$ cat config.mk
export PLATFORM = sky130hd
export DESIGN_NAME = ipv4_fragment_hole_tracker_flat
export DESIGN_NICKNAME = d
export VERILOG_FILES = /design/src/sv/ipv4_fht_pkg.sv /design/src/sv/ipv4_fht_if.sv /design/src/sv/ipv4_fragment_hole_tracker.sv /design/src/sv/ipv4_fht_ctrl.sv /design/src/sv/ipv4_fht_dp.sv /design/src/flat_wrapper.sv
export SDC_FILE = /design/constraint.sdc
export NUM_CORES = 2
export LEC_CHECK = 0
export ABC_CLOCK_PERIOD_IN_PS = 8600
export BUFFER_PORTS_ARGS = -buffer_cell sky130_fd_sc_hd__buf_2
export CAP_MARGIN = 5
export CELL_PAD_IN_SITES_DETAIL_PLACEMENT = 0
export CELL_PAD_IN_SITES_GLOBAL_PLACEMENT = 1
export CORE_ASPECT_RATIO = 1.5
export CORE_MARGIN = 3
export CORE_UTILIZATION = 47
export CTS_BUF_LIST = sky130_fd_sc_hd__clkbuf_16
export CTS_CLUSTER_SIZE = 16
export DETAILED_ROUTE_END_ITERATION = 12
export GPL_ROUTABILITY_DRIVEN = 0
export PLACE_DENSITY = 0.86
export REMOVE_ABC_BUFFERS = 1
export SYNTH_ARGS = -nofsm -noshare
export SYNTH_HDL_FRONTEND = slang
export SYNTH_HIERARCHICAL = 1
export SYNTH_SLANG_ARGS = --single-unit
$ cat constraint.sdc
create_clock -name i_clk -period 8.6 [get_ports i_clk]
set_input_delay 0.86 -clock i_clk [delete_from_list [all_inputs] [get_ports i_clk]]
set_output_delay 0.86 -clock i_clk [all_outputs]
set_load 0.01 [all_outputs]
$ cat src/sv/ipv4_fht_pkg.sv
package ipv4_fht_pkg;

    localparam logic [4:0] HDR_BYTES = 5'd20;

    // result status codes
    typedef enum logic [2:0] {
        ST_PENDING  = 3'd0,
        ST_COMPLETE = 3'd1,
        ST_BAD_LEN  = 3'd2,
        ST_TOO_BIG  = 3'd3,
        ST_OVERFLOW = 3'd4,
        ST_EXPIRED  = 3'd5,
        ST_QUIET    = 3'd6
    } t_status;

    // controller states
    typedef enum logic [2:0] {
        S_IDLE,
        S_DECODE,
        S_CHK,
        S_SCAN,
        S_RIGHT,
        S_DONE
    } t_state;

    // commands from controller to datapath
    typedef struct packed {
        logic in_ready;
        logic accept;
        logic tick;
        logic len0;
        logic open;
        logic chk_err;
        logic scan_init;
        logic scan;
        logic right;
        logic done;
    } t_cmd;

    // status from datapath to controller
    typedef struct packed {
        logic in_valid;
        logic is_tick;
        logic len_zero;
        logic bad;
        logic ovf_scan;
        logic ovf_right;
        logic split;
        logic last_hole;
        logic out_free;
    } t_stat;

endpackage

$ cat src/sv/ipv4_fht_if.sv
interface ipv4_fht_frag_if;
    logic        valid;
    logic        ready;
    logic        cmd;
    logic [15:0] fragment_offset;
    logic [15:0] frag_len;
    logic        frag_more;
    modport source (output valid, cmd, fragment_offset, frag_len, frag_more,
                    input ready);
    modport sink (input valid, cmd, fragment_offset, frag_len, frag_more,
                  output ready);
endinterface

interface ipv4_fht_res_if;
    logic        valid;
    logic        ready;
    logic [2:0]  status;
    logic [15:0] reasm_len;
    logic [4:0]  holes_open;
    modport source (output valid, status, reasm_len, holes_open, input ready);
    modport sink (input valid, status, reasm_len, holes_open, output ready);
endinterface

interface ipv4_fht_cfg_if;
    logic        valid;
    logic        ready;
    logic [15:0] data;
    modport source (output valid, data, input ready);
    modport sink (input valid, data, output ready);
endinterface

$ cat src/sv/ipv4_fragment_hole_tracker.sv
// Tracks reassembly of one IPv4 datagram with a hole list. Each input item is
// a fragment (offset, length, more-fragments) or a time tick, and gives one
// result item: status, total length when complete, and holes left. A tick or
// a zero-length fragment is answered from the decode state, a fragment that
// fails the length checks from the check state. Any other fragment passes
// decode and check, then takes a scan step per stored hole, one more step if
// it lies strictly inside a hole and splits it in two (only one hole can be
// split that way), then a commit step, since the hole list is walked one
// entry a cycle (a split entry adds a right step) through a single read port.
// A hole overflow ends the walk early. A finished result waits in an output
// register while the next item is taken; the next result waits until that one has been taken.
module ipv4_fragment_hole_tracker
    import ipv4_fht_pkg::*;
#(
    parameter int MAX_HOLES        = 16,
    parameter int MAX_PACKET_BYTES = 65535
) (
    input  logic i_clk,
    input  logic i_rst_n,
    ipv4_fht_frag_if.sink   i_frag,
    ipv4_fht_res_if.source  o_res,
    ipv4_fht_cfg_if.sink    i_cfg
);

    t_cmd  w_cmd;
    t_stat w_stat;

    // sequencing
    ipv4_fht_ctrl u_ctrl (
        .i_clk   (i_clk),
        .i_rst_n (i_rst_n),
        .i_stat  (w_stat),
        .o_cmd   (w_cmd)
    );

    // hole list and context
    ipv4_fht_dp #(
        .MAX_HOLES        (MAX_HOLES),
        .MAX_PACKET_BYTES (MAX_PACKET_BYTES)
    ) u_dp (
        .i_clk   (i_clk),
        .i_rst_n (i_rst_n),
        .i_frag  (i_frag),
        .o_res   (o_res),
        .i_cfg   (i_cfg),
        .i_cmd   (w_cmd),
        .o_stat  (w_stat)
    );

endmodule

$ cat src/sv/ipv4_fht_ctrl.sv
module ipv4_fht_ctrl
    import ipv4_fht_pkg::*;
(
    input  logic  i_clk,
    input  logic  i_rst_n,
    input  t_stat i_stat,
    output t_cmd  o_cmd
);

    t_state r_state;
    t_state n_state;

    // state register
    always_ff @(posedge i_clk) begin
        if (!i_rst_n) begin
            r_state <= S_IDLE;
        end else begin
            r_state <= n_state;
        end
    end

    // next state and commands
    always_comb begin
        n_state = r_state;
        o_cmd   = '0;
        unique case (r_state)
            S_IDLE: begin
                o_cmd.in_ready = 1'b1;
                if (i_stat.in_valid) begin
                    o_cmd.accept = 1'b1;
                    n_state      = S_DECODE;
                end
            end
            S_DECODE: begin
                if (i_stat.is_tick) begin
                    if (i_stat.out_free) begin
                        o_cmd.tick = 1'b1;
                        n_state    = S_IDLE;
                    end
                end else if (i_stat.len_zero) begin
                    if (i_stat.out_free) begin
                        o_cmd.len0 = 1'b1;
                        n_state    = S_IDLE;
                    end
                end else begin
                    o_cmd.open = 1'b1;
                    n_state    = S_CHK;
                end
            end
            S_CHK: begin
                if (i_stat.bad) begin
                    if (i_stat.out_free) begin
                        o_cmd.chk_err = 1'b1;
                        n_state       = S_IDLE;
                    end
                end else begin
                    o_cmd.scan_init = 1'b1;
                    n_state         = S_SCAN;
                end
            end
            S_SCAN: begin
                if (i_stat.ovf_scan) begin
                    if (i_stat.out_free) begin
                        o_cmd.scan = 1'b1;
                        n_state    = S_IDLE;
                    end
                end else begin
                    o_cmd.scan = 1'b1;
                    if (i_stat.split) begin
                        n_state = S_RIGHT;
                    end else if (i_stat.last_hole) begin
                        n_state = S_DONE;
                    end
                end
            end
            S_RIGHT: begin
                if (i_stat.ovf_right) begin
                    if (i_stat.out_free) begin
                        o_cmd.right = 1'b1;
                        n_state     = S_IDLE;
                    end
                end else begin
                    o_cmd.right = 1'b1;
                    n_state     = i_stat.last_hole ? S_DONE : S_SCAN;
                end
            end
            S_DONE: begin
                if (i_stat.out_free) begin
                    o_cmd.done = 1'b1;
                    n_state    = S_IDLE;
                end
            end
            default: n_state = S_IDLE;
        endcase
    end

endmodule

$ cat src/sv/ipv4_fht_dp.sv
module ipv4_fht_dp
    import ipv4_fht_pkg::*;
#(
    parameter int MAX_HOLES        = 16,
    parameter int MAX_PACKET_BYTES = 65535
) (
    input  logic i_clk,
    input  logic i_rst_n,
    ipv4_fht_frag_if.sink   i_frag,
    ipv4_fht_res_if.source  o_res,
    ipv4_fht_cfg_if.sink    i_cfg,
    input  t_cmd  i_cmd,
    output t_stat o_stat
);

    localparam int IW = (MAX_HOLES > 1) ? $clog2(MAX_HOLES) : 1;
    localparam int CW = $clog2(MAX_HOLES + 1);
    localparam logic [15:0] MAX_B  = 16'(MAX_PACKET_BYTES);
    localparam logic [CW-1:0] MAX_N = CW'(MAX_HOLES);

    // hole list, two banks swapped when a scan commits with holes left
    logic [15:0] r_hs [2][MAX_HOLES];
    logic [15:0] r_he [2][MAX_HOLES];

    logic          r_sel;
    logic [CW-1:0] r_count;
    logic [IW-1:0] r_idx;
    logic [CW-1:0] r_n;
    logic          r_active;
    logic [15:0]   r_age;
    logic [15:0]   r_dlen;
    logic [15:0]   r_life;

    // captured item
    logic        r_cmd;
    logic [15:0] r_first;
    logic [15:0] r_len;
    logic        r_mf;

    // output register
    logic        r_ovalid;
    t_status     r_ostatus;
    logic [15:0] r_ototal;
    logic [4:0]  r_oholes;

    logic [16:0] w_last;
    logic [17:0] w_end;
    logic [15:0] w_hs;
    logic [15:0] w_he;
    logic        w_overlap;
    logic        w_left;
    logic        w_right;
    logic        w_wr0;
    logic [15:0] w_ws;
    logic [15:0] w_we;
    logic        w_bad_mult;
    logic [15:0] w_age_inc;
    logic        w_out_free;
    logic        w_res_load;

    // fragment span and hole compare
    assign w_last    = {1'b0, r_first} + {1'b0, r_len} - 17'd1;
    assign w_end     = {1'b0, w_last} + 18'd1 + 18'(HDR_BYTES);
    assign w_hs      = r_hs[r_sel][r_idx];
    assign w_he      = r_he[r_sel][r_idx];
    assign w_overlap = !(({1'b0, r_first} > {1'b0, w_he}) || (w_last < {1'b0, w_hs}));
    assign w_left    = r_first > w_hs;
    assign w_right   = (w_last < {1'b0, w_he}) && r_mf;
    assign w_wr0     = !w_overlap || w_left || w_right;
    assign w_bad_mult = r_mf && (r_len[2:0] != 3'd0);
    assign w_age_inc = (r_age == 16'hFFFF) ? r_age : r_age + 16'd1;
    assign w_out_free = !r_ovalid || o_res.ready;

    // a new result is loaded into the output register this cycle
    assign w_res_load = i_cmd.tick || i_cmd.len0 || i_cmd.chk_err || i_cmd.done
                        || (i_cmd.scan && w_wr0 && (r_n == MAX_N))
                        || (i_cmd.right && (r_n == MAX_N));

    // phase-0 write data for the current hole
    always_comb begin
        if (!w_overlap) begin
            w_ws = w_hs;
            w_we = w_he;
        end else if (w_left) begin
            w_ws = w_hs;
            w_we = r_first - 16'd1;
        end else begin
            w_ws = w_last[15:0] + 16'd1;
            w_we = w_he;
        end
    end

    // status to controller
    always_comb begin
        o_stat.in_valid  = i_frag.valid;
        o_stat.is_tick   = r_cmd;
        o_stat.len_zero  = (r_len == 16'd0);
        o_stat.bad       = w_bad_mult || (w_end > 18'(MAX_PACKET_BYTES));
        o_stat.ovf_scan  = w_wr0 && (r_n == MAX_N);
        o_stat.ovf_right = (r_n == MAX_N);
        o_stat.split     = w_overlap && w_left && w_right;
        o_stat.last_hole = (CW'(r_idx) + CW'(1)) == r_count;
        o_stat.out_free  = w_out_free;
    end

    assign i_frag.ready      = i_cmd.in_ready;
    assign i_cfg.ready       = 1'b1;
    assign o_res.valid        = r_ovalid;
    assign o_res.status       = r_ostatus;
    assign o_res.reasm_len    = r_ototal;
    assign o_res.holes_open   = r_oholes;

    // hole storage writes
    always_ff @(posedge i_clk) begin
        if (i_cmd.open && !r_active) begin
            r_hs[r_sel][0] <= 16'd0;
            r_he[r_sel][0] <= MAX_B;
        end else if (i_cmd.scan && w_wr0 && (r_n != MAX_N)) begin
            r_hs[!r_sel][r_n[IW-1:0]] <= w_ws;
            r_he[!r_sel][r_n[IW-1:0]] <= w_we;
        end else if (i_cmd.right && (r_n != MAX_N)) begin
            r_hs[!r_sel][r_n[IW-1:0]] <= w_last[15:0] + 16'd1;
            r_he[!r_sel][r_n[IW-1:0]] <= w_he;
        end
    end

    // item capture
    always_ff @(posedge i_clk) begin
        if (i_cmd.accept) begin
            r_cmd   <= i_frag.cmd;
            r_first <= i_frag.fragment_offset;
            r_len   <= i_frag.frag_len;
            r_mf    <= i_frag.frag_more;
        end
    end

    // context and result control
    always_ff @(posedge i_clk) begin
        if (!i_rst_n) begin
            r_sel     <= 1'b0;
            r_count   <= '0;
            r_idx     <= '0;
            r_n       <= '0;
            r_active  <= 1'b0;
            r_age     <= '0;
            r_dlen    <= '0;
            r_life    <= 16'd60;
            r_ovalid  <= 1'b0;
            r_ostatus <= ST_PENDING;
            r_ototal  <= '0;
            r_oholes  <= '0;
        end else begin
            if (i_cfg.valid) begin
                r_life <= i_cfg.data;
            end
            if (r_ovalid && o_res.ready && !w_res_load) begin
                r_ovalid <= 1'b0;
            end
            // tick ages the context, or expires it at its lifetime
            if (i_cmd.tick) begin
                r_ovalid <= 1'b1;
                r_ototal <= '0;
                if (!r_active) begin
                    r_ostatus <= ST_QUIET;
                    r_oholes  <= '0;
                end else if (w_age_inc >= r_life) begin
                    r_active  <= 1'b0;
                    r_count   <= '0;
                    r_age     <= '0;
                    r_dlen    <= '0;
                    r_ostatus <= ST_EXPIRED;
                    r_oholes  <= '0;
                end else begin
                    r_age     <= w_age_inc;
                    r_ostatus <= ST_QUIET;
                    r_oholes  <= 5'(r_count);
                end
            end
            // zero-length fragment leaves context untouched
            if (i_cmd.len0) begin
                r_ovalid  <= 1'b1;
                r_ostatus <= ST_BAD_LEN;
                r_ototal  <= '0;
                r_oholes  <= 5'(r_count);
            end
            // open a fresh context with one hole
            if (i_cmd.open && !r_active) begin
                r_active <= 1'b1;
                r_count  <= CW'(1);
                r_age    <= '0;
                r_dlen   <= '0;
            end
            if (i_cmd.scan_init) begin
                r_idx <= '0;
                r_n   <= '0;
            end
            // length checks failed
            if (i_cmd.chk_err) begin
                r_active  <= 1'b0;
                r_count   <= '0;
                r_age     <= '0;
                r_dlen    <= '0;
                r_ovalid  <= 1'b1;
                r_ostatus <= w_bad_mult ? ST_BAD_LEN : ST_TOO_BIG;
                r_ototal  <= '0;
                r_oholes  <= '0;
            end
            // one hole, left or pass-through part
            if (i_cmd.scan) begin
                if (w_wr0 && (r_n == MAX_N)) begin
                    r_active  <= 1'b0;
                    r_count   <= '0;
                    r_age     <= '0;
                    r_dlen    <= '0;
                    r_ovalid  <= 1'b1;
                    r_ostatus <= ST_OVERFLOW;
                    r_ototal  <= '0;
                    r_oholes  <= '0;
                end else begin
                    if (w_wr0) begin
                        r_n <= r_n + CW'(1);
                    end
                    if (!(w_overlap && w_left && w_right)) begin
                        r_idx <= r_idx + IW'(1);
                    end
                end
            end
            // right part of a split hole
            if (i_cmd.right) begin
                if (r_n == MAX_N) begin
                    r_active  <= 1'b0;
                    r_count   <= '0;
                    r_age     <= '0;
                    r_dlen    <= '0;
                    r_ovalid  <= 1'b1;
                    r_ostatus <= ST_OVERFLOW;
                    r_ototal  <= '0;
                    r_oholes  <= '0;
                end else begin
                    r_n   <= r_n + CW'(1);
                    r_idx <= r_idx + IW'(1);
                end
            end
            // commit new list and report
            if (i_cmd.done) begin
                r_ovalid <= 1'b1;
                if (r_n == '0) begin
                    r_active  <= 1'b0;
                    r_count   <= '0;
                    r_age     <= '0;
                    r_dlen    <= '0;
                    r_ostatus <= ST_COMPLETE;
                    r_ototal  <= r_mf ? r_dlen : w_end[15:0];
                    r_oholes  <= '0;
                end else begin
                    r_sel     <= !r_sel;
                    r_count   <= r_n;
                    if (!r_mf) begin
                        r_dlen <= w_end[15:0];
                    end
                    r_ostatus <= ST_PENDING;
                    r_ototal  <= '0;
                    r_oholes  <= 5'(r_n);
                end
            end
        end
    end

endmodule
$ cat src/flat_wrapper.sv
// flat-port wrapper written by rule: the top's interface ports become plain ports
module ipv4_fragment_hole_tracker_flat import ipv4_fht_pkg::*;
#(
    parameter int MAX_HOLES        = 16,
    parameter int MAX_PACKET_BYTES = 65535
)
  (i_clk, i_rst_n, i_frag_valid, i_frag_cmd, i_frag_fragment_offset, i_frag_frag_len, i_frag_frag_more, i_frag_ready, o_res_valid, o_res_status, o_res_reasm_len, o_res_holes_open, o_res_ready, i_cfg_valid, i_cfg_data, i_cfg_ready);
  ipv4_fht_frag_if i_frag_i ();
  ipv4_fht_res_if o_res_i ();
  ipv4_fht_cfg_if i_cfg_i ();
  input  logic i_clk;
  input  logic i_rst_n;
  input wire logic [$bits(i_frag_i.valid)-1:0] i_frag_valid;
  input wire logic [$bits(i_frag_i.cmd)-1:0] i_frag_cmd;
  input wire logic [$bits(i_frag_i.fragment_offset)-1:0] i_frag_fragment_offset;
  input wire logic [$bits(i_frag_i.frag_len)-1:0] i_frag_frag_len;
  input wire logic [$bits(i_frag_i.frag_more)-1:0] i_frag_frag_more;
  output wire logic [$bits(i_frag_i.ready)-1:0] i_frag_ready;
  output wire logic [$bits(o_res_i.valid)-1:0] o_res_valid;
  output wire logic [$bits(o_res_i.status)-1:0] o_res_status;
  output wire logic [$bits(o_res_i.reasm_len)-1:0] o_res_reasm_len;
  output wire logic [$bits(o_res_i.holes_open)-1:0] o_res_holes_open;
  input wire logic [$bits(o_res_i.ready)-1:0] o_res_ready;
  input wire logic [$bits(i_cfg_i.valid)-1:0] i_cfg_valid;
  input wire logic [$bits(i_cfg_i.data)-1:0] i_cfg_data;
  output wire logic [$bits(i_cfg_i.ready)-1:0] i_cfg_ready;
  assign i_frag_i.valid = i_frag_valid;
  assign i_frag_i.cmd = i_frag_cmd;
  assign i_frag_i.fragment_offset = i_frag_fragment_offset;
  assign i_frag_i.frag_len = i_frag_frag_len;
  assign i_frag_i.frag_more = i_frag_frag_more;
  assign i_frag_ready = i_frag_i.ready;
  assign o_res_valid = o_res_i.valid;
  assign o_res_status = o_res_i.status;
  assign o_res_reasm_len = o_res_i.reasm_len;
  assign o_res_holes_open = o_res_i.holes_open;
  assign o_res_i.ready = o_res_ready;
  assign i_cfg_i.valid = i_cfg_valid;
  assign i_cfg_i.data = i_cfg_data;
  assign i_cfg_ready = i_cfg_i.ready;
  ipv4_fragment_hole_tracker #(.MAX_HOLES(MAX_HOLES), .MAX_PACKET_BYTES(MAX_PACKET_BYTES)) u_core (.i_clk(i_clk), .i_rst_n(i_rst_n), .i_frag(i_frag_i), .o_res(o_res_i), .i_cfg(i_cfg_i));
endmodule
==> summary.md <==
| Metric | Value |
|---|---|
| Status | `finished, final reports clean` |
| Final hold violation count | `0` |
| Post-synth top cells | `1058 x edfxtp_1, 902 x nand2_1, 467 x a21oi_1, 220 x mux2i_1, 214 x nor2_1` |
| Most common cell in the netlist | `edfxtp_1` |
| Hold buffer count at cts | `0` |
| Num rows | `155` |
| Largest family of logic cells by synthesized area | `multiplexers` |
| Worst hold slack | `approximately 0.3 ns` |
| Leak | `21.61 nW` |
| Post-Synth Simple-Gate Area | `about 11%` |
| Crit path DAT | `8.79 ns` |
| RSZ-0062 raised after global routing | `false` |
| Hold/Removal Path Class | `in2reg` |
| Drt total wl | `181800 um` |
| R2r worst-path depth | `22` |
| Final Cycle Share | `between 90 and 100%` |
| Worst Max-Slew Pin Slew | `1.420 ns` |
| CP startpoint kind | `flip-flop` |
| Number of setup buffers added after CTS | `0` |
| Port buffer count | `80` |
| Sw frac | `31.55%` |
| Cell Area, Synth | `57010 um^2` |
| Fraction of layout cells with a size suffix above 1 | `between 10% and 20%` |
| CTS root buf | `clkbuf_16` |
| Clock power frac | `32.4%` |
| Chip height | `~430 um` |
| Ys Warns | `6` |
| Clock Sink Count | `approximately 1200` |
| Initial antenna violation count | `5` |
| Sequential share of power | `between 40% and 50%` |
| Mapped Cells | `around 4700` |
| DR pass1 iterations | `6` |
| Starting density of the core | `around 48%` |
| Top FF cell, synth | `edfxtp_1` |
| Clock Latency Late Sink | `about 0.75 ns` |
| Die area | `125600 um^2` |
| Core Area | `roughly 120000 um^2` |
| Post-layout minimum cycle time | `about 8.3 ns` |
| Via count | `just over 40000` |
| Synth unique cells | `83` |
| Initial drt markers | `approximately 4700` |
| Synth Area in Adders | `2.603%` |
| VDD IR max | `~0.00018 V` |
| Comb pwr share | `between 20% and 30%` |
| WHS Endpoint | `u_core/u_dp/r_len[0]` |
| Clk_skew | `~0.044 ns` |
| Hpwl dp | `approximately 120000 um` |
| CP max FO | `around 160` |
| Max Freq | `between 100 and 150 MHz` |
| Clock Tree Buf Depth | `3` |
| Net Sw Power | `roughly 4.3 mW` |
| Final count of pins violating max slew | `0` |
| Hold depth | `1` |
| # fillers | `between 9000 and 10000` |
| Seq/Total Area, Yosys | `approximately 60%` |
| CTS HTree Levels | `3` |
| Worst r2r dst | `u_core/u_dp/r_he[1][1]` |
| Largest net degree at the start of global routing | `approximately 180` |
| Synthesized area per cell | `around 12 um^2` |
| Top Ports | `around 80` |
| TritonCTS clock tree | `built` |
| Synth Area in Compound Gates | `between 10% and 20%` |
| Register bit count reported by yosys | `approximately 1200` |
| Synth-to-Final Area Change | `10.53%` |
| Max cap viols | `0` |
| Setup Crit Path Kind | `reg2reg` |
| Final Setup Violations | `0` |
| First-pass GRT wire length | `between 200000 and 300000 um` |
| Finished Core Util | `52.66%` |
| Final net count | `~5000` |
| Pwr Density | `about 210 nW/um^2` |
| Number of synthesized flops with an enable pin | `~1100` |
| Vias in the first global route | `roughly 42000` |
| Largest cells by area after synthesis | `edfxtp_1 56%, mux4_2 7.8%, nand2_1 5.9%, a21oi_1 4.1%, mux2i_1 3.9%` |
| Clk pin slew, worst setup/hold paths | `0.07 ns` |
| Worst Setup End Kind | `flip-flop` |
| Grt total ovfl | `0` |
| DRC | `0` |
| GRT Util Overall | `roughly 28%` |
| Fraction of synthesized area in multiplexers | `11.78%` |
| Antenna Nets Post-Route | `0` |
| Post-synth top area share | `a little under three fifths` |
| Die width | `290.4 um` |
| DR WL/cell | `between 20 and 30 um` |
| Largest area contributor in the netlist | `edfxtp_1` |
| Pwr Total | `13.54 mW` |
| Post-synthesis xor/xnor area fraction | `0.9525%` |
| Cell internal pwr | `9.267 mW` |
| Via density | `~6.5` |
| R2R Setup Slk | `0.32 ns` |
| Post-synth ARST share | `0%` |
| Slew margin rel. | `under 10%` |
| CTS Buf Count | `99` |
| CP Data Required Time | `9.12 ns` |
| HP Start | `i_frag_frag_len[0]` |
## cells in the final DEF (no fill, tap or decap), types with 14 or more instances in the layout
cell type,n
clkinv_1,25
o22ai_1,36
a21o_1,15
nor2_1,199
xnor2_1,37
o21a_1,20
nor3_2,16
or3_1,16
mux4_2,197
nor2b_1,23
nand4_1,25
a211oi_1,57
dfxtp_1,88
buf_12,22
nand3_1,52
a21oi_1,462
nor2_4,15
buf_4,195
o221ai_1,35
edfxtp_1,1058
o21ai_0,146
nor3_1,56
nor4_1,18
and2_1,15
a211oi_2,34
ha_1,117
xor2_1,16
buf_2,80
nand2_1,901
clkbuf_16,100
mux2i_1,220
nand2b_1,22
o211ai_1,27
nor3_4,16
inv_1,145
clkinv_2,14
## logic make-up (layout without fill, tap and decap cells)
group,count (synthesis),after routing
other,1,2
adder cells (fa/ha/maj),118,118
buffers and inverters,509,608
AND/OR/NAND/NOR,1450,1450
XOR/XNOR,62,62
flip-flops,1151,1151
AO/OA/AOI/OAI,952,953
multiplexers,424,424
## power groups by stage
stage                     clock network (mW)  logic (mW)  registers (mW)
after floorplan                            0        1.74            6.30
after global placement                     0        2.82            6.28
after detailed placement                   0        2.87            6.28
after CTS                               4.42        2.89            6.16
after global routing                    4.62        3.16            6.16
final                                   4.39        2.99            6.16
## state kept, by name, indices dropped and copies added (netlist names), 3 cells and up, named ones only
signal and flops:
u_core/u_dp/r_idx 4, u_core/u_dp/r_dlen 16, u_core/u_dp/r_he 512, u_core/u_dp/r_age 16, u_core/u_dp/o_res.reasm_len 16, u_core/u_dp/r_first 16
u_core/u_dp/r_n 5, u_core/u_dp/o_res.status 3, u_core/u_dp/r_life 16, u_core/u_dp/o_res.holes_open 5, u_core/u_dp/r_hs 512, u_core/u_dp/r_count 5
u_core/u_ctrl/r_state 3, u_core/u_dp/r_len 16
## critical path, stage by stage, from the launching register on
cell       delay, ns
dfxtp_4         0.81
buf_12          0.25
buf_12          0.25
buf_4           0.24
mux2i_1         0.22
o22ai_1         0.10
a2111oi_0       1.03
nor2_1          0.20
inv_1           0.33
ha_1            0.32
a211o_1         0.32
o31ai_1         0.23
a21oi_1         0.15
or2_2           0.43
nor3_1          0.23
nor2_1          0.09
a21oi_1         0.32
o31a_2          0.36
o21ai_4         0.22
or3_4           0.47
buf_4           0.32
buf_12          0.29
a211oi_1        0.46
## metal layers
layer | wire (um) | GRT usage (%) | vias up
li1 | - | - | 17371
met1 | 58330 | 30.89 | 20280
met2 | 89120 | 48.53 | 2727
met3 | 18500 | 5.916 | 765
met4 | 15790 | 21.31 | 4
met5 | 23 | 0 | -
## area by class of cell
class / instances / area (um^2) / area share [%]
timing repair buffer: 300 / 2347 / 3.725
sequential: 1151 / 33650 / 53.40
antenna: 1 / 2.502 / 0.003971
clock inverter: 80 / 608.1 / 0.9650
inverter: 128 / 480.5 / 0.7625
tap: 1570 / 1964 / 3.117
multi-input combinational: 3008 / 21460 / 34.06
clock buffer: 100 / 2502 / 3.971
## worst max path at each step
stage,from,end,slack (ns),cells past startpoint
final,flip-flop,u_core/u_dp/r_he[1][1],0.32,22
after global routing,u_core/u_dp/r_first[0],u_core/u_dp/r_hs[1][19],0.04,25
after CTS,flip-flop,u_core/u_dp/r_he[0][148],0.37,21
after detailed placement,flip-flop,u_core/u_dp/r_he[0][148],0.39,21
after global placement,flip-flop,u_core/u_dp/r_hs[1][165],-0.06,19
after floorplan,flip-flop,u_core/u_dp/r_he[1][240],-21.15,19
## repair_timing
item	CTS	global route
endpoints found under the hold margin	0	0
resized for setup	0	1
setup endpoints to repair	0	485
## stage by stage
step / worst slack (ns) / instances / cell area [um^2] / TNS (ns)
floorplan: -21.15 / 4286 / 55190 / -
finish: 0.3238 / 6338 / 63010 / 0
global route: 0.04443 / 6337 / 63010 / 0
global placement: -0.05987 / 6153 / 59850 / -14.12
detailed placement: 0.3915 / 6154 / 59870 / 0
CTS: 0.3697 / 6334 / 62980 / 0
No activity file was read; power rests on OpenSTA's default activity.
